**config.mk**
```make
export PLATFORM = sky130hd
export DESIGN_NAME = mgw_div
export DESIGN_NICKNAME = d
export VERILOG_FILES = /design/src/hdl/mgw_pkg.sv /design/src/hdl/mgw_div.sv
export SDC_FILE = /design/constraint.sdc
export NUM_CORES = 1
export LEC_CHECK = 0
export BUFFER_PORTS_ARGS = -buffer_cell sky130_fd_sc_hd__buf_2
export CORE_UTILIZATION = 53
export DETAILED_ROUTE_END_ITERATION = 12
export GPL_ROUTABILITY_DRIVEN = 0
export PLACE_DENSITY = 0.78
export SKIP_LAST_GASP = 1
export SLEW_MARGIN = 10
export SYNTH_ARGS = -nofsm -noshare
export SYNTH_HDL_FRONTEND = slang
export SYNTH_SLANG_ARGS = --single-unit
export TNS_END_PERCENT = 5
```
**constraint.sdc**
```tcl
create_clock -name i_clk -period 3.5 [get_ports i_clk]
set_input_delay 1.05 -clock i_clk [delete_from_list [all_inputs] [get_ports i_clk]]
set_output_delay 1.05 -clock i_clk [all_outputs]
set_load 0.005 [all_outputs]
```
**src/hdl/mgw_pkg.sv**
```systemverilog
package mgw_pkg;

    localparam int NUM_BINS   = 128;
    localparam int BIN_W      = $clog2(NUM_BINS);
    localparam int POS_FRAC   = 20;
    localparam int X2_SH      = 2 * POS_FRAC - 16;
    localparam int BIN_SH     = POS_FRAC + 16;

    localparam int MUL_W      = 34;
    localparam int PROD_W     = 2 * MUL_W;

    localparam int DIV_NUM_W  = 72;
    localparam int DIV_DEN_W  = 46;
    localparam int DIV_Q_W    = 41;
    localparam int DIV_CNT_W  = $clog2(DIV_NUM_W);

    localparam int EXP_ITERS  = 21;

    typedef enum logic [1:0] {
        CAP_RATIO,
        CAP_T1,
        CAP_TERM
    } t_cap;

    typedef struct packed {
        logic start;
        t_cap cap;
    } t_div_ctl;

    typedef enum logic [2:0] {
        REG_PEAK_OFFSET    = 3'd0,
        REG_PEAK_SPREAD    = 3'd1,
        REG_START_POSITION = 3'd2,
        REG_KINETIC_FACTOR = 3'd3,
        REG_INV_BIN_WIDTH  = 3'd4
    } t_reg;

    typedef enum logic [5:0] {
        ST_IDLE,
        ST_SQ,
        ST_SQ_W,
        ST_PROP,
        ST_PROP_W,
        ST_SH_D,
        ST_SH_Y_GO,
        ST_SH_Y_WT,
        ST_SH_B,
        ST_SH_B_GO,
        ST_SH_B_WT,
        ST_SH_E,
        ST_EXP,
        ST_EXP_RND,
        ST_ACC_FO,
        ST_ACC_FN,
        ST_ACC_PO,
        ST_ACC_LO,
        ST_ACC_PN,
        ST_ACC_LN,
        ST_ACC_U,
        ST_ACC_CMP,
        ST_T1_GO,
        ST_T1_WT,
        ST_BT,
        ST_KD,
        ST_KM,
        ST_K_GO,
        ST_K_WT,
        ST_X2,
        ST_X4,
        ST_BIN,
        ST_OUT
    } t_state;

    function automatic logic [30:0] exp_tab(input logic [4:0] idx);
        logic [30:0] v;
        case (idx)
            5'd0:    v = 31'd1073725440;
            5'd1:    v = 31'd1073709056;
            5'd2:    v = 31'd1073676290;
            5'd3:    v = 31'd1073610760;
            5'd4:    v = 31'd1073479712;
            5'd5:    v = 31'd1073217664;
            5'd6:    v = 31'd1072693760;
            5'd7:    v = 31'd1071646719;
            5'd8:    v = 31'd1069555701;
            5'd9:    v = 31'd1065385899;
            5'd10:   v = 31'd1057095000;
            5'd11:   v = 31'd1040706261;
            5'd12:   v = 31'd1008687096;
            5'd13:   v = 31'd947573834;
            5'd14:   v = 31'd836230973;
            5'd15:   v = 31'd651257337;
            5'd16:   v = 31'd395007542;
            5'd17:   v = 31'd145315154;
            5'd18:   v = 31'd19666268;
            5'd19:   v = 31'd360200;
            5'd20:   v = 31'd121;
            default: v = 31'd0;
        endcase
        return v;
    endfunction

endpackage

```
**src/hdl/mgw_div.sv**
```systemverilog
module mgw_div (
    input  logic                           i_clk,
    input  logic                           i_rst_n,
    input  mgw_pkg::t_div_ctl              i_ctl,
    input  logic [mgw_pkg::DIV_NUM_W-1:0]  i_num,
    input  logic [mgw_pkg::DIV_DEN_W-1:0]  i_den,
    output logic                           o_done,
    output logic [mgw_pkg::DIV_Q_W-1:0]    o_quot
);

    localparam int NW = mgw_pkg::DIV_NUM_W;
    localparam int DW = mgw_pkg::DIV_DEN_W;
    localparam int QW = mgw_pkg::DIV_Q_W;
    localparam int CW = mgw_pkg::DIV_CNT_W;

    logic                r_busy;
    logic                r_done;
    logic [CW-1:0]       r_cnt;
    logic [NW-1:0]       r_num;
    logic [DW-1:0]       r_den;
    logic [DW-1:0]       r_rem;
    logic [QW-1:0]       r_q;
    logic                r_sticky;
    mgw_pkg::t_cap       r_cap;

    logic [DW:0]         w_trial;
    logic                w_ge;
    logic [DW-1:0]       n_rem;
    logic                w_sat;
    logic [QW-1:0]       w_cap_val;

    always_comb begin
        w_trial = {r_rem, r_num[NW-1]};
        w_ge    = w_trial >= {1'b0, r_den};
        n_rem   = w_ge ? DW'(w_trial - {1'b0, r_den}) : w_trial[DW-1:0];
    end

    always_comb begin
        case (r_cap)
            mgw_pkg::CAP_RATIO: begin
                w_sat     = r_sticky | (|r_q[QW-1:26]);
                w_cap_val = QW'(1) << 26;
            end
            mgw_pkg::CAP_T1: begin
                w_sat     = r_sticky | (|r_q[QW-1:17]);
                w_cap_val = QW'(1) << 17;
            end
            default: begin
                w_sat     = r_sticky | r_q[QW-1];
                w_cap_val = QW'(1) << (QW - 1);
            end
        endcase
    end

    assign o_quot = w_sat ? w_cap_val : r_q;
    assign o_done = r_done;

    always_ff @(posedge i_clk) begin
        if (!i_rst_n) begin
            r_busy <= 1'b0;
            r_done <= 1'b0;
            r_cnt  <= '0;
        end else begin
            r_done <= 1'b0;
            if (i_ctl.start) begin
                r_busy <= 1'b1;
                r_cnt  <= CW'(NW - 1);
            end else if (r_busy) begin
                if (r_cnt == '0) begin
                    r_busy <= 1'b0;
                    r_done <= 1'b1;
                end else begin
                    r_cnt <= r_cnt - 1'b1;
                end
            end
        end
    end

    always_ff @(posedge i_clk) begin
        if (i_ctl.start) begin
            r_num    <= i_num;
            r_den    <= i_den;
            r_rem    <= '0;
            r_q      <= '0;
            r_sticky <= 1'b0;
            r_cap    <= i_ctl.cap;
        end else if (r_busy) begin
            r_num    <= {r_num[NW-2:0], 1'b0};
            r_rem    <= n_rem;
            r_q      <= {r_q[QW-2:0], w_ge};
            r_sticky <= r_sticky | r_q[QW-1];
        end
    end

endmodule

```
==> summary by stage <==
Route
The routed wire length is 25640 um. After detailed routing, the wire length on met1 is about 11000 um. Wire segments on met2 add up to 12070 um in the final route. The detailed route wirelength on metal3 is about 1900 um. The first TritonRoute pass finished after 7 iterations. The via count of the routed design is between 8k and 9k. For this run, design rule violations remaining after detail routing come to 0. Routed signal wires occupy layers up through met4.

The iteration-0 DRC count of the detailed router is 500. After detailed routing, the average wire length per cell comes to 16.15 um. The count of nets left with antenna violations once routing finished came out at 0.

After detailed routing, the number of vias per cell comes to 5.662.

GRT
For this run, the total global-route usage over all layers was measured as 0.2275. Entering global routing, the biggest net connects 73 pins. The number of antenna violations at the first check in global routing came to 4. The remaining global-route overflow is 0. The first global-routing pass estimated 41690 um of wire.

The via count of the first global-routing pass is 8680.

Min path
The classification of the worst-slack hold path is reg -> reg. The path with the worst hold slack has its endpoint at r_rem[42]. The depth of the worst hold-timing path is 2. The startpoint of the worst hold path is r_rem[42].

Critical path
In this run the worst setup path begins at r_q[17]. The startpoint type of the worst setup path is a flop. The endpoint kind of the worst setup timing path is an output pin. The capture point of the worst reg-to-reg path is r_rem[42].

The highest fanout seen on the critical path is 39. STA puts the critical path data arrival time at ~2600 ps. The critical path in this run is classified as reg -> out. Across all register-to-register paths, the minimum setup slack is ~100 ps. The number of cells on the worst reg-to-reg path is 14.

The launching point of the worst reg2reg path is r_den[25]. STA puts the critical path data required time at around 2500 ps.

CTS
The TritonCTS clock tree is done. The worst-skew pair later-pin latency is 530 ps. The number of clock sinks is 217. TritonCTS created 25 clock buffers. The quantity of hold-fixing buffers added after cts is 0. The root buffer cell is clkbuf_16. Clock-pin slew was measured on the worst setup and hold paths at approximately 60 ps. The longest clock path from root to sink contains 3 buffers. The level count of the clock H-tree is 1.

Synth
After synthesis, the share of flip-flops with an asynchronous set or reset is 0. Counting flops with a built-in enable in the synthesized netlist gives 120. The cell area that synthesis handed to floorplanning was roughly 12000 um2. Yosys mapped the design onto 62 distinct sky130hd cell types.

Of the synthesized area, sequential elements account for 0.4739. The synthesized netlist net count is 1327. After technology mapping, the gate count stands at 1155. In this run, synthesis produced a sequential element count of 217. For this run, the leading register cell type out of synthesis is edfxtp_1. The number of warnings issued by yosys is 0. After synthesis, the cell types taking the most area are edfxtp_1 (31%), dfxtp_1 (17%), mux2_2 (6.8%). The synthesized design spends more area on one cell type than any other, namely edfxtp_1.

The top cell type's share of synthesized area is 0.3079. In this run the mean area of a mapped cell was 10.13 um2.

Pwr
The leakage power is about 5.8 nW. The peak ir drop on the vdd network is slightly above 0.4 mV. The sum of internal, switching and leakage power is 0.006944 W. The power density over the cells is 507.5 nW/um2.

Placement
The HPWL after detailed placement is 17890 um. The cell area after placement is approximately 13000 um2. Port buffering added ~160 buffers.

The setup slack after placement is 226.5 ps.

Timing
Setup repair after global routing could not meet its margin everywhere. Setup violations remaining at the end of the flow were counted as 39. Derived from the worst setup path, the maximum achievable clock frequency is 0.2770 GHz.

The worst path in the final design needs a cycle of 3610 ps, including I/O delays and setup. Once routing completed, OpenROAD measured the worst setup slack at -109.9 ps. For the pin with the worst max-slew slack, the measured transition is 694.4 ps. The worst hold slack after final layout is 505.5 ps. The final worst clock skew is 10.96 ps. The count of final max-slew check failures is 0. The number of endpoints with negative hold slack in the final report is 0. Of the available clock period, the critical path in the final layout requires 1.031.

The headroom to the max-slew limit is 0.5371.

Status
The run finished, with violations left. The checks that failed: setup timing.

Final layout
The number of fill cells in the layout is about 1.7k. Measured on the finished design, the core utilization comes to 0.6409. The fraction of final layout cells with drive strength greater than 1 is 0.2462.

The layout net count is 1461. After routing the design area is approximately 14000 um2. The relative area change from synthesis to final layout is 16.94%.

Floorplan
The initial core utilization is 0.5480. In this run the count of I/O pins placed on the die edge is between 150 and 200. The area inside the core boundary is ~21000 um2. The floorplan has 53 rows.

The die is 150.6 um wide. The die area is approximately 23000 um2. The die is around 150 um tall.

Run
Across the run, the number of max-cap violations was 0.
-- sequential cells by signal, summed over array words and instances (netlist names) --
signal,cells
r_q,41
r_den,46
r_sticky,1
r_num,72
r_cap,2
r_cnt,7
r_rem,46
r_busy,1
o_done,1
-- metal layers --
metal	vias to the layer above	GRT usage
met4	0	0.07000
met5	-	0
li1	4418	-
met1	4233	0.2912
met3	59	0.05788
met2	281	0.3767
-- stage by stage --
stage	instances	setup TNS, ps
after floorplan	1155	0
after global placement	1536	0
after detailed placement	1536	0
after CTS	1583	-2921
after global routing	1585	-10580
final	1588	-3264
-- how the worst max path moves through the flow --
stage / end / slack, ps / depth (start not counted)
2_1_floorplan: r_num[0] / 350 / 4
3_3_place_gp: r_rem[42] / 220 / 13
3_5_place_dp: r_rem[44] / 230 / 14
4_1_cts: o_quot[2] / -90 / 10
5_1_grt: o_quot[32] / -280 / 10
6_report: o_quot[25] / -110 / 10
-- where the power goes --
group / total, W / internal [W] / switching, W
Clock: 0.00267 / 0.00158 / 0.00108
Combinational: 0.00127 / 0.000544 / 0.000724
Sequential: 0.00301 / 0.00291 / 0.000101
Total: 0.00694 / 0.00503 / 0.00191
-- area by class of cell --
type                            instances  area (um2)  area share
Antenna cell                            5       12.51   0.0009143
Clock buffer                           32       735.7     0.05376
Clock inverter                         14       128.9    0.009418
Inverter                               66       251.5     0.01838
Multi-Input combinational cell        795        5633      0.4116
Sequential cell                       217        5549      0.4055
Tap cell                              275       344.1     0.02514
Timing Repair Buffer                  184        1030     0.07525
-- timing repair --
action / 4_1_cts / 5_1_grt
endpoints found under the setup margin: 39 / 48
pin swaps: 1 / 0
gates resized for setup: 4 / 3
buffers inserted: 1 / 0
-- cell families (layout without fill, tap and decap cells) --
family,after synthesis,in the layout,synth area share
AND/OR/NAND/NOR,324,324,0.1305
AO/OA/AOI/OAI,251,251,0.1446
flip-flops,217,217,0.4739
buffers and inverters,143,296,0.04875
multiplexers,128,128,0.1171
adder cells (fa/ha/maj),49,49,0.05303
XOR/XNOR,43,43,0.03218
other,0,5,0
-- cell usage in the layout (no fill, tap or decap), types with 6 or more instances in the layout --
cell type / n
o21a_1: 11
mux2_2: 71
a211oi_1: 26
nor2_1: 132
and3_1: 6
a21o_1: 21
nand2b_1: 6
nand2_1: 63
inv_1: 65
buf_2: 163
nand3_1: 11
o21bai_1: 14
a31oi_1: 7
edfxtp_1: 120
clkbuf_16: 28
nor4_1: 10
nor3_1: 14
xnor2_1: 29
dfxtp_1: 96
a21oi_1: 75
o21ai_0: 23
ha_1: 48
o21ai_1: 22
buf_4: 16
and2_1: 41
o211ai_1: 19
nand4_1: 24
mux2i_1: 57
xor2_1: 14
-- worst max-delay path: stages (launching register included) --
cell	delay, ps
dfxtp_1	350
nor4_2	340
nand4_1	150
o41ai_2	230
nand3_1	140
nor2_1	140
nor2_1	80
nor2_2	170
buf_12	180
and2_1	150
buf_2	110
-- cells in the mapped netlist (all sizes together) (6+ instances only) --
cell / n
nor2: 133
edfxtp: 120
dfxtp: 97
a21oi: 76
mux2: 71
inv: 66
nand2: 63
clkbuf: 62
mux2i: 57
ha: 48
o21ai: 47
and2: 41
xnor2: 29
a211oi: 28
nand4: 24
a21o: 21
o211ai: 19
buf: 15
nor3: 14
o21bai: 14
xor2: 14
nor4: 13
nand3: 11
o21a: 11
a31oi: 7
and3: 6
nand2b: 6
o31ai: 6
Power figures use the tool's default switching activity.
